**src/hw/rtl/reentrant_rw_lock_manager_assert.svh**
```systemverilog
// assertion macros for the lock manager
`ifndef REENTRANT_RW_LOCK_MANAGER_ASSERT_SVH
`define REENTRANT_RW_LOCK_MANAGER_ASSERT_SVH
// implication checked on every rising clock edge outside reset
`define RWL_ASSERT_IMP(label, clk, rst_n, a, c, msg) \
    label: assert property (@(posedge clk) disable iff (!rst_n) (a) |-> (c)) else $error(msg);
// next-cycle implication
`define RWL_ASSERT_NEXT(label, clk, rst_n, a, c, msg) \
    label: assert property (@(posedge clk) disable iff (!rst_n) (a) |=> (c)) else $error(msg);
`endif

```
**src/hw/rtl/rwl_pkg.sv**
```systemverilog
// shared types and status codes of the lock manager
`default_nettype none
package rwl_pkg;
    localparam logic [2:0] OP_TRY_SHARED  = 3'd0;
    localparam logic [2:0] OP_REL_SHARED  = 3'd1;
    localparam logic [2:0] OP_TRY_EXCL    = 3'd2;
    localparam logic [2:0] OP_FINISH_UPG  = 3'd3;
    localparam logic [2:0] OP_REL_EXCL    = 3'd4;

    localparam logic [3:0] ST_OK             = 4'd0;
    localparam logic [3:0] ST_SHARED_BLOCKED = 4'd1;
    localparam logic [3:0] ST_EXCL_BLOCKED   = 4'd2;
    localparam logic [3:0] ST_OTHER_READERS  = 4'd3;
    localparam logic [3:0] ST_DEADLOCK       = 4'd4;
    localparam logic [3:0] ST_NO_RESOURCES   = 4'd5;
    localparam logic [3:0] ST_PENDING        = 4'd6;
    localparam logic [3:0] ST_MISUSE         = 4'd7;
    localparam logic [3:0] ST_NONE_PENDING   = 4'd8;

    localparam int TID_BITS   = 16;
    localparam int DEPTH_BITS = 16;
    localparam int GEN_BITS   = 16;

    // classified request passed from front to back
    typedef struct packed {
        logic [2:0]          op;
        logic [TID_BITS-1:0] tid;
        logic                bad;
    } req_t;
endpackage
`default_nettype wire

```
**src/hw/rtl/rwl_front.sv**
```systemverilog
// request front end: classifies a request and holds it for the back end
`default_nettype none
module rwl_front (
    input  wire logic         clk,
    input  wire logic         rst_n,
    input  wire logic         start,
    input  wire logic [2:0]   op,
    input  wire logic [15:0]  thread_id,
    output logic              busy,
    output rwl_pkg::req_t     req,
    output logic              req_valid,
    input  wire logic         req_take,
    input  wire logic         back_idle
);
    import rwl_pkg::*;

    req_t req_reg, req_next;
    logic full_reg, full_next;

    // one-deep queue; busy until the back end has finished the word
    assign busy      = full_reg || !back_idle;
    assign req       = req_reg;
    assign req_valid = full_reg;

    always_comb
    begin
        req_next  = req_reg;
        full_next = full_reg;
        if (req_take)
        begin
            full_next = 1'b0;
        end
        if (start && !busy)
        begin
            req_next.op  = op;
            req_next.tid = thread_id;
            req_next.bad = (thread_id == '0) || (op > OP_REL_EXCL);
            full_next    = 1'b1;
        end
    end

    always_ff @(posedge clk or negedge rst_n)
    begin
        if (!rst_n)
        begin
            full_reg <= 1'b0;
        end
        else
        begin
            full_reg <= full_next;
        end
    end

    always_ff @(posedge clk)
    begin
        req_reg <= req_next;
    end
endmodule
`default_nettype wire

```
**src/hw/rtl/rwl_back.sv**
```systemverilog
// execution back end: scans the tables, then applies the update
`default_nettype none
module rwl_back #(
    parameter int READER_SLOTS  = 16,
    parameter int UPGRADE_SLOTS = 4
) (
    input  wire logic              clk,
    input  wire logic              rst_n,
    input  rwl_pkg::req_t          req,
    input  wire logic              req_valid,
    output logic                   req_take,
    output logic                   back_idle,
    output logic                   done,
    output logic [3:0]             status,
    output logic [15:0]            owner_id,
    output logic [15:0]            owner_depth,
    output logic [4:0]             reader_total
);
    import rwl_pkg::*;

    localparam int RIW = (READER_SLOTS > 1) ? $clog2(READER_SLOTS) : 1;
    localparam int UIW = (UPGRADE_SLOTS > 1) ? $clog2(UPGRADE_SLOTS) : 1;
    localparam int RCW = $clog2(READER_SLOTS + 1);

    localparam logic [1:0] S_IDLE = 2'd0;
    localparam logic [1:0] S_SCAN = 2'd1;
    localparam logic [1:0] S_EXEC = 2'd2;

    logic [1:0] state_reg, state_next;
    req_t       cur_reg;

    logic [TID_BITS-1:0]   owner_reg;
    logic [DEPTH_BITS-1:0] nest_reg;
    logic [GEN_BITS-1:0]   gen_reg;
    logic [TID_BITS-1:0]   rid_reg [READER_SLOTS];
    logic [READER_SLOTS-1:0] rvalid_reg;
    logic [TID_BITS-1:0]   uid_reg [UPGRADE_SLOTS];
    logic [GEN_BITS-1:0]   usnap_reg [UPGRADE_SLOTS];
    logic [UPGRADE_SLOTS-1:0] uvalid_reg;
    logic [RCW-1:0]        rcount_reg;

    // scan results
    logic [READER_SLOTS-1:0]  rmatch, rother;
    logic [UPGRADE_SLOTS-1:0] umatch, uother;
    logic [READER_SLOTS-1:0]  rmatch_reg, rfree_reg;
    logic [UPGRADE_SLOTS-1:0] umatch_reg, ufree_reg;
    logic rother_reg, uother_reg;

    logic [TID_BITS-1:0] tid_w;
    assign tid_w = cur_reg.tid;

    always_comb
    begin
        for (int i = 0; i < READER_SLOTS; i++)
        begin
            rmatch[i] = rvalid_reg[i] && (rid_reg[i] == tid_w);
            rother[i] = rvalid_reg[i] && (rid_reg[i] != tid_w);
        end
        for (int j = 0; j < UPGRADE_SLOTS; j++)
        begin
            umatch[j] = uvalid_reg[j] && (uid_reg[j] == tid_w);
            uother[j] = uvalid_reg[j] && (uid_reg[j] != tid_w);
        end
    end

    // lowest-set one-hot
    function automatic logic [READER_SLOTS-1:0] low_r(input logic [READER_SLOTS-1:0] v);
        return v & (~v + 1'b1);
    endfunction
    function automatic logic [UPGRADE_SLOTS-1:0] low_u(input logic [UPGRADE_SLOTS-1:0] v);
        return v & (~v + 1'b1);
    endfunction

    logic [READER_SLOTS-1:0]  rm1, rf1;
    logic [UPGRADE_SLOTS-1:0] um1, uf1;
    logic                     usnap_ok;
    assign rm1 = low_r(rmatch_reg);
    assign rf1 = low_r(rfree_reg);
    assign um1 = low_u(umatch_reg);
    assign uf1 = low_u(ufree_reg);

    always_comb
    begin
        usnap_ok = 1'b0;
        for (int j = 0; j < UPGRADE_SLOTS; j++)
        begin
            if (um1[j] && usnap_reg[j] == gen_reg)
            begin
                usnap_ok = 1'b1;
            end
        end
    end

    logic [TID_BITS-1:0]   owner_next;
    logic [DEPTH_BITS-1:0] nest_next;
    logic [GEN_BITS-1:0]   gen_next;
    logic [READER_SLOTS-1:0]  rset, rclr;
    logic [UPGRADE_SLOTS-1:0] uset, uclr;
    logic [3:0]            st;
    logic                  own_none, own_me;

    assign own_none = (owner_reg == '0);
    assign own_me   = (owner_reg == tid_w);

    always_comb
    begin
        owner_next = owner_reg;
        nest_next  = nest_reg;
        gen_next   = gen_reg;
        rset = '0;
        rclr = '0;
        uset = '0;
        uclr = '0;
        st   = ST_MISUSE;
        if (!cur_reg.bad)
        begin
            unique case (cur_reg.op)
                OP_TRY_SHARED:
                begin
                    if (!own_none && !own_me)
                    begin
                        st = ST_SHARED_BLOCKED;
                    end
                    else if (rfree_reg != '0)
                    begin
                        rset = rf1;
                        st   = ST_OK;
                    end
                    else
                    begin
                        st = ST_NO_RESOURCES;
                    end
                end
                OP_REL_SHARED:
                begin
                    if ((!own_none && !own_me) || rcount_reg == '0)
                    begin
                        st = ST_MISUSE;
                    end
                    else
                    begin
                        rclr = rm1;
                        st   = ST_OK;
                    end
                end
                OP_TRY_EXCL:
                begin
                    if (own_me)
                    begin
                        if (nest_reg == '1)
                        begin
                            st = ST_NO_RESOURCES;
                        end
                        else
                        begin
                            nest_next = nest_reg + 1'b1;
                            st        = ST_OK;
                        end
                    end
                    else if (!own_none)
                    begin
                        st = ST_EXCL_BLOCKED;
                    end
                    else if (rmatch_reg == '0)
                    begin
                        if (rother_reg)
                        begin
                            st = ST_OTHER_READERS;
                        end
                        else
                        begin
                            owner_next = tid_w;
                            nest_next  = DEPTH_BITS'(1);
                            st         = ST_OK;
                        end
                    end
                    else if (ufree_reg != '0)
                    begin
                        uset = uf1;
                        st   = ST_PENDING;
                    end
                    else
                    begin
                        st = ST_NO_RESOURCES;
                    end
                end
                OP_FINISH_UPG:
                begin
                    if (umatch_reg == '0)
                    begin
                        st = ST_NONE_PENDING;
                    end
                    else
                    begin
                        uclr = um1;
                        if (!usnap_ok)
                        begin
                            st = ST_DEADLOCK;
                        end
                        else if (uother_reg)
                        begin
                            gen_next = gen_reg + 1'b1;
                            st       = ST_DEADLOCK;
                        end
                        else if (!own_none)
                        begin
                            st = ST_EXCL_BLOCKED;
                        end
                        else if (rother_reg)
                        begin
                            st = ST_OTHER_READERS;
                        end
                        else
                        begin
                            owner_next = tid_w;
                            nest_next  = DEPTH_BITS'(1);
                            st         = ST_OK;
                        end
                    end
                end
                OP_REL_EXCL:
                begin
                    if (own_none || !own_me)
                    begin
                        st = ST_MISUSE;
                    end
                    else
                    begin
                        st = ST_OK;
                        if (nest_reg <= DEPTH_BITS'(1))
                        begin
                            nest_next  = '0;
                            owner_next = '0;
                        end
                        else
                        begin
                            nest_next = nest_reg - 1'b1;
                        end
                    end
                end
                default:
                begin
                    st = ST_MISUSE;
                end
            endcase
        end
    end

    always_comb
    begin
        state_next = state_reg;
        unique case (state_reg)
            S_IDLE: if (req_valid) state_next = S_SCAN;
            S_SCAN: state_next = S_EXEC;
            S_EXEC: state_next = S_IDLE;
            default: state_next = S_IDLE;
        endcase
    end

    assign req_take  = (state_reg == S_IDLE) && req_valid;
    assign back_idle = (state_reg == S_IDLE);

    logic exec;
    assign exec = (state_reg == S_EXEC);

    always_ff @(posedge clk or negedge rst_n)
    begin
        if (!rst_n)
        begin
            state_reg  <= S_IDLE;
            owner_reg  <= '0;
            nest_reg   <= '0;
            gen_reg    <= '0;
            rvalid_reg <= '0;
            uvalid_reg <= '0;
            rcount_reg <= '0;
            done       <= 1'b0;
        end
        else
        begin
            state_reg <= state_next;
            done      <= exec;
            if (exec)
            begin
                owner_reg  <= owner_next;
                nest_reg   <= nest_next;
                gen_reg    <= gen_next;
                rvalid_reg <= (rvalid_reg | rset) & ~rclr;
                uvalid_reg <= (uvalid_reg | uset) & ~uclr;
                rcount_reg <= rcount_reg + RCW'(rset != '0) - RCW'(rclr != '0);
            end
        end
    end

    always_ff @(posedge clk)
    begin
        if (req_take)
        begin
            cur_reg <= req;
        end
        if (state_reg == S_SCAN)
        begin
            rmatch_reg <= rmatch;
            rfree_reg  <= ~rvalid_reg;
            rother_reg <= |rother;
            umatch_reg <= umatch;
            ufree_reg  <= ~uvalid_reg;
            uother_reg <= |uother;
        end
        if (exec)
        begin
            for (int i = 0; i < READER_SLOTS; i++)
            begin
                if (rset[i]) rid_reg[i] <= tid_w;
            end
            for (int j = 0; j < UPGRADE_SLOTS; j++)
            begin
                if (uset[j])
                begin
                    uid_reg[j]   <= tid_w;
                    usnap_reg[j] <= gen_reg;
                end
            end
            status       <= st;
            owner_id     <= 16'(owner_next);
            owner_depth  <= nest_next;
            reader_total <= 5'(rcount_reg + RCW'(rset != '0) - RCW'(rclr != '0));
        end
    end
endmodule
`default_nettype wire

```
**src/hw/rtl/reentrant_rw_lock_manager.sv**
```systemverilog
// top level of the re-entrant reader-writer lock manager
`default_nettype none
`include "reentrant_rw_lock_manager_assert.svh"
// A request word is taken when start is high and busy is low. Each word passes
// from acceptance to its result through the front queue, a compare of the thread
// against every reader and upgrade slot, the update and the result register.
// done pulses for exactly one cycle with status and the lock view; the receiver
// cannot stall it, and busy stays high until the word is finished, so the next
// word can follow immediately after.
module reentrant_rw_lock_manager #(
    parameter int READER_SLOTS  = 16,
    parameter int UPGRADE_SLOTS = 4
) (
    input  wire logic        clk,
    input  wire logic        rst_n,
    input  wire logic        start,
    output logic             busy,
    input  wire logic [2:0]  op,
    input  wire logic [15:0] thread_id,
    output logic             done,
    output logic [3:0]       status,
    output logic [15:0]      owner_id,
    output logic [15:0]      owner_depth,
    output logic [4:0]       reader_total
);
    import rwl_pkg::*;

    req_t req;
    logic req_valid, req_take, back_idle;

    rwl_front u_front (
        .clk(clk), .rst_n(rst_n), .start(start), .op(op), .thread_id(thread_id),
        .busy(busy), .req(req), .req_valid(req_valid), .req_take(req_take),
        .back_idle(back_idle)
    );

    rwl_back #(
        .READER_SLOTS(READER_SLOTS), .UPGRADE_SLOTS(UPGRADE_SLOTS)
    ) u_back (
        .clk(clk), .rst_n(rst_n), .req(req), .req_valid(req_valid),
        .req_take(req_take), .back_idle(back_idle), .done(done), .status(status),
        .owner_id(owner_id), .owner_depth(owner_depth), .reader_total(reader_total)
    );

    `RWL_ASSERT_NEXT(a_busy_after_accept, clk, rst_n, start && !busy, busy, "no busy after accept")
    `RWL_ASSERT_IMP(a_status_range, clk, rst_n, done, status <= ST_NONE_PENDING, "bad status")
    `RWL_ASSERT_IMP(a_depth_owner, clk, rst_n, done && owner_id == '0, owner_depth == '0, "depth without owner")
    `RWL_ASSERT_NEXT(a_single_done, clk, rst_n, done, !done, "double result")
endmodule
`default_nettype wire
```
**config.mk**
```make
export PLATFORM = sky130hd
export DESIGN_NAME = reentrant_rw_lock_manager
export DESIGN_NICKNAME = d
export VERILOG_FILES = /design/src/hw/rtl/rwl_pkg.sv /design/src/hw/rtl/rwl_front.sv /design/src/hw/rtl/rwl_back.sv /design/src/hw/rtl/reentrant_rw_lock_manager.sv
export VERILOG_INCLUDE_DIRS = /design/src /design/src/hw/rtl
export SDC_FILE = /design/constraint.sdc
export NUM_CORES = 1
export LEC_CHECK = 0
export BUFFER_PORTS_ARGS = -buffer_cell sky130_fd_sc_hd__buf_2
export CORE_MARGIN = 4
export CORE_UTILIZATION = 55
export DETAILED_ROUTE_END_ITERATION = 12
export GPL_ROUTABILITY_DRIVEN = 0
export HOLD_SLACK_MARGIN = 0.05
export PLACE_DENSITY_LB_ADDON = 0.2
export SYNTH_ARGS = -nofsm -noshare
export SYNTH_HDL_FRONTEND = slang
export SYNTH_SLANG_ARGS = --single-unit
```
**constraint.sdc**
```tcl
create_clock -name clk -period 13.8 [get_ports clk]
set_clock_uncertainty 0.2 [all_clocks]
set_input_delay 1.38 -clock clk [delete_from_list [all_inputs] [get_ports clk]]
set_output_delay 1.38 -clock clk [all_outputs]
set_load 0.005 [all_outputs]
```
==> flow_summary.json, run 1 <==
{
  "status": "finished, final reports clean",
  "finalSetupViolCount": 0,
  "die_w_microns": 228,
  "num-fill-cells": 3566,
  "tightest_slew_ps": 1230,
  "path_class": "reg2reg",
  "vdd_drop_max_v": 0.000109,
  "grt_overflow": 0,
  "vias": 16300,
  "antenna_found_initial": 2,
  "drive_gt1_frac": 0.128,
  "relSlewSlack": 0.179,
  "async_flop_share": 0.132,
  "intPower_w": 0.00363,
  "finalInstanceArea_sq_um": 29600,
  "cp-end-kind": "register",
  "wl_mm": 60.0,
  "ys_warn_count": 0,
  "largest_register_ffs": 256,
  "syn_area_per_cell_sq_um": 13.4,
  "rsz0062_at_grt": "false",
  "drc": 0,
  "synth-seq-area-share": 0.644,
  "num_rows": 80,
  "synth_cells": 1983,
  "clockBufferDepth": 3,
  "p_clk_frac": 0.312,
  "first_pass_iters": 5,
  "cts_buffers": 58,
  "maxCapViolCount": 0,
  "track_usage": 0.225,
  "clkTransAtPathRegs_ps": 60,
  "cpLargestDelayFamily": "simple AND/OR/NAND/NOR gates",
  "fin_crit_ps": 4430,
  "power.leakage_nw": 10.2,
  "grt_first_pass_wirelength_mm": 92.7,
  "clkLatencyLatePin_ps": 620,
  "postLayoutCoreUtil": 0.620,
  "start_util": 0.557,
  "nNetsFinal": 2050,
  "hold_viol": 0,
  "critPathRequiredTime_ps": 14160,
  "finalCritPeriodShare": 0.321,
  "cp_data_arrival_time_ps": 4790,
  "cts_hold_buf": 0,
  "crit_chain": "or4_1 > or4_1 > or4_4 > and3b_1 > ha_1 > inv_1 > ha_1 > inv_1 > fa_1 > inv_1 > a21oi_1 > nor2_1 > nor2_1 > xnor2_1 > nand2_1 > nand2_1",
  "synth_cell_type_count": 77,
  "combPwrFrac": 0.249,
  "syn_nets": 2016,
  "sequentialPowerShare": 0.440,
  "max_freq_ghz": 0.226,
  "initialDrtViolationCount": 1504,
  "path_common_cell": "inv_1",
  "synthFlopType": "edfxtp_1",
  "port_buffers": 64,
  "grt_pass1_vias": 15600,
  "htreeDepth": 2,
  "min_path_type": "reg2reg",
  "dieArea_sq_um": 52000,
  "powerDensity_nw_per_um2": 179,
  "p_switching_w": 0.00167,
  "placed_area_sq_um": 27600,
  "hold_slack_ps": 218,
  "synth-seq-cells": 584,
  "dp_hpwl_mm": 36.7,
  "wl_per_cell_microns": 22.4,
  "ioPinCount": 65,
  "grt_max_degree": 73,
  "syn_area_sq_um": 26600,
  "ant_nets": 0,
  "cts_tree": "yes",
  "cts-resized-gates": 0,
  "cp_max_fo": 29,
  "viasPerCell": 6.06,
  "critical-path-max-stage-delay_ps": 750,
  "coreArea_sq_um": 47700,
  "finalSetupTns_ps": 0,
  "slew_viol_final": 0,
  "cts.sinks": 584,
  "cp_num_buf_inv": 3,
  "synth_enable_flop_cells": 507,
  "post_cts_buffers": 0,
  "critPathSlowestCell": "or4_4",
  "sw_frac_of_total": 0.315,
  "chipHeight_microns": 228,
  "root_buffer": "clkbuf_16",
  "syn2layout_area_growth_pct": 11.2,
  "startpoint_type": "register"
}
-- synthesized netlist by cell type, types with 32 or more instances --
cell type,instances,share of area
nand3_1,43,0.0081
nand2_1,46,0.0065
clkbuf_1,94,0.013
o21ai_0,42,0.0079
nand4_1,67,0.016
xor2_1,236,0.078
dfrtp_1,77,0.072
nor2_1,83,0.012
inv_1,72,0.010
nor4_1,87,0.020
xnor2_1,185,0.061
a21oi_1,57,0.011
edfxtp_1,507,0.57
nor3_1,39,0.0073
buf_1,32,0.0045
-- routing by layer --
metal / global-route usage / vias up / part of all wire
li1: - / 7427 / -
met1: 0.341 / 8119 / 0.45
met2: 0.341 / 637 / 0.45
met3: 0.0430 / 88 / 0.077
met4: 0.0564 / 2 / 0.020
met5: 0 / - / 0.00022
-- final timing paths --
path	slack (ps)	from	cells after the start	end
setup / recovery	9370	u_back.rmatch_reg[1]	16	u_back.rcount_reg[4]
hold / removal	220	u_front.req[12]	0	u_back.tid_w[11]
setup reg to reg	9370	u_back.rmatch_reg[1]	16	u_back.rcount_reg[4]
hold reg to reg	220	u_front.req[12]	0	u_back.tid_w[11]
max in group asynchronous	11780	rst_n	2	u_back.state_reg[1]
min in group asynchronous	470	rst_n	1	u_back.owner_reg[0]
-- cells in the final DEF (no fill, tap or decap), types with 9 or more instances in the layout --
cell,instances
edfxtp_1,507
xor2_1,236
xnor2_1,185
nor4_1,87
nor2_1,79
dfrtp_1,77
inv_1,71
nand4_1,67
buf_2,63
clkbuf_16,60
a21oi_1,56
nand2_1,46
buf_4,46
nand3_1,43
o21ai_0,42
nor3_1,38
a2bb2oi_1,28
a31oi_1,25
mux2_2,20
and2_1,16
o22ai_1,16
clkbuf_1,16
and3_1,11
o221ai_1,11
a211oi_1,10
ha_1,10
or4_1,9
a31o_1,9
clkinv_2,9
-- kinds of logic (layout without fill, tap and decap cells) --
family	after synthesis	count (layout)	share of synthesized area
buffers and inverters	207	291	0.0305
XOR/XNOR	421	421	0.139
flip-flops	584	584	0.644
adder cells (fa/ha/maj)	11	11	0.00545
other	0	2	0
multiplexers	27	27	0.0111
AO/OA/AOI/OAI	282	282	0.0765
AND/OR/NAND/NOR	451	451	0.0935
-- final cells by class --
class	count	area (sq um)	area share
sequential	584	17200	0.580
multi-input combinational	1192	8710	0.294
clock buffer	84	1670	0.0565
tap	615	769	0.0260
timing repair buffer	109	661	0.0223
clock inverter	26	353	0.0119
inverter	72	270	0.00913
antenna	2	5.00	0.000169
-- power by group through the flow --
stage	registers (W)	clock network [W]	logic [W]
2_1_floorplan	0.00232	0	0.000906
3_3_place_gp	0.00235	0	0.00128
3_5_place_dp	0.00236	0	0.00131
4_1_cts	0.00232	0.00168	0.00132
5_1_grt	0.00234	0.00176	0.00143
6_report	0.00233	0.00165	0.00132
-- stage by stage --
step,worst slack (ps),cells,total power [W]
2_1_floorplan,7840,1983,0.00322
3_3_place_gp,9380,2572,0.00363
3_5_place_dp,9370,2572,0.00367
4_1_cts,9370,2682,0.00532
5_1_grt,9120,2682,0.00553
6_report,9370,2684,0.00529
Note: power is estimated with default switching activity, not from simulation.
==> inputs of run 2 (changes only) <==
==> constraint.sdc (replaced) <==
create_clock -name clk -period 4.4 [get_ports clk]
set_clock_uncertainty 0.2 [all_clocks]
set_input_delay 0.44 -clock clk [delete_from_list [all_inputs] [get_ports clk]]
set_output_delay 0.44 -clock clk [all_outputs]
set_load 0.005 [all_outputs]
==> run 2 against run 1 <==
  * Routed wire length up 1.6%
  * Worst setup slack worse by 9000 ps
  * Final cell count rose by 1.3%
  * Non-clock buffer count up 36
  * Register-to-register slack worse by 9000 ps
  * Count of clock-buffer cells in the layout shrank 10
  * Sequential share of layout area is 0.28 points lower
  * Combinational power grew to 3.2 times the previous value
  * Highest routed layer unchanged
==> flow_summary.json, run 2 (synthesis results as in run 1) <==
{
  "status": "finished, final reports clean",
  "cp_max_fo": 4,
  "reg2reg_from": "u_back.rmatch_reg[1]",
  "num_rows": 80,
  "port_buffers": 64,
  "path_common_cell": "inv_1",
  "root_buffer": "clkbuf_16",
  "viasPerCell": 6.09,
  "drive_gt1_frac": 0.128,
  "critical-path-max-stage-delay_ps": 580,
  "track_usage": 0.230,
  "powerDensity_nw_per_um2": 543,
  "slew_viol_final": 0,
  "crit_chain": "or4_1 > or4_4 > or4_4 > and3b_1 > ha_1 > inv_1 > ha_1 > inv_1 > fa_1 > inv_1 > a21oi_1 > nor2_1 > nor2_1 > xnor2_1",
  "vdd_drop_max_v": 0.000343,
  "r2r_cells": 14,
  "clockBufferDepth": 3,
  "dieArea_sq_um": 52000,
  "grt_pass1_vias": 16000,
  "min_path_type": "reg2reg",
  "finalSetupViolCount": 0,
  "multiInputGateArea_sq_um": 8730,
  "rsz0062_at_grt": "false",
  "hold_path_depth": 0,
  "first_pass_iters": 6,
  "final_cells": 2718,
  "r2r_slack_ps": 330,
  "dpl.cell_count": 2587,
  "cts_tree": "yes",
  "wl_per_cell_microns": 22.4,
  "relSlewSlack": 0.229,
  "cts.sinks": 584,
  "power.leakage_nw": 10.3,
  "initialDrtViolationCount": 1766,
  "fin_crit_ps": 4070,
  "cp-end-kind": "register",
  "p_total_w": 0.0162,
  "whs_endpoint": "u_back.tid_w[11]",
  "drc": 0,
  "chipHeight_microns": 228,
  "htreeDepth": 2,
  "mostFrequentLayoutCells": "507 x edfxtp_1, 236 x xor2_1, 185 x xnor2_1, 87 x nor4_1, 80 x nor2_1",
  "antenna_found_initial": 5,
  "max_freq_ghz": 0.246,
  "dp_hpwl_mm": 37.0,
  "startpoint_type": "register",
  "critPathRequiredTime_ps": 4550,
  "ant_nets": 0,
  "finalSetupTns_ps": 0,
  "critPathSlowestCell": "or4_1",
  "start_util": 0.557,
  "grt_max_degree": 61,
  "hp-start": "u_front.req[12]",
  "die_w_microns": 228,
  "cts_buffers": 58,
  "ioPinCount": 65,
  "final_common_cell": "edfxtp_1",
  "largest_register_ffs": 256,
  "timing.rr.end": "u_back.reader_total[4]",
  "nNetsFinal": 2086,
  "wl_mm": 61.0,
  "vias": 16600,
  "tightest_slew_ps": 1160,
  "num-fill-cells": 3511,
  "syn2layout_area_growth_pct": 11.7,
  "path_class": "reg2reg",
  "grt_overflow": 0,
  "maxCapViolCount": 0,
  "coreArea_sq_um": 47700,
  "grt_first_pass_wirelength_mm": 94.3,
  "clkTransAtPathRegs_ps": 60,
  "regArea_sq_um": 17200,
  "post_cts_buffers": 0,
  "hold_viol": 0,
  "finalCritPeriodShare": 0.924,
  "hold_slack_ps": 223,
  "cp_data_arrival_time_ps": 4220,
  "clkLatencyLatePin_ps": 620
}
-- run 2: cell type report --
type,instances,share of cell area
Antenna cell,2,0.000168
Clock buffer,74,0.0515
Clock inverter,34,0.00846
Inverter,72,0.00909
Multi-Input combinational cell,1192,0.294
Sequential cell,584,0.577
Tap cell,615,0.0259
Timing Repair Buffer,145,0.0343
-- run 2: worst max path at each step --
stage                         start  depth (start not counted)                     end
2_1_floorplan  u_back.owner_reg[11]                          7    u_back.uid_reg[2][0]
3_3_place_gp   u_back.rmatch_reg[1]                         14  u_back.reader_total[4]
3_5_place_dp   u_back.rmatch_reg[1]                         14  u_back.reader_total[4]
4_1_cts        u_back.rmatch_reg[1]                         14  u_back.reader_total[4]
5_1_grt        u_back.rmatch_reg[1]                         16    u_back.rcount_reg[4]
6_report       u_back.rmatch_reg[1]                         14  u_back.reader_total[4]
-- run 2: stage by stage --
stage | utilization | setup slack [ps] | cell area (sq um)
after floorplan | - | 34.0 | 26600
after global placement | 0.581 | 313 | 27700
after detailed placement | 0.581 | 317 | 27700
after CTS | 0.623 | 296 | 29700
after global routing | 0.623 | 47.6 | 29700
final | 0.623 | 334 | 29700
-- run 2: critical path, delay by kind of cell, from the launching register on --
family	cells	cell delay [ps]
and+or+nand+nor	6	1980
adders and majority gates	3	850
DFF	1	410
buffers and inverters	3	180
xor gates and xnor gates	1	130
AOI/OAI and AO/OA	1	60
-- run 2: report_power, final --
part / switching (W) / leakage (nW) / internal [W]
Combinational: 0.00279 / 3.77 / 0.00144
Sequential: 0.000430 / 5.68 / 0.00686
Clock: 0.00206 / 0.860 / 0.00258
-- run 2: what timing repair did --
item	4_1_cts	5_1_grt
endpoints found under the setup margin	0	1
hold endpoints to repair	80	0
hold buffers	21	0
resized for setup	0	1
-- run 2: routing by layer --
layer,global-route usage,wire [microns]
met5,0,38
met2,0.354,27500
met4,0.0762,1790
met3,0.0400,4770
met1,0.338,26900
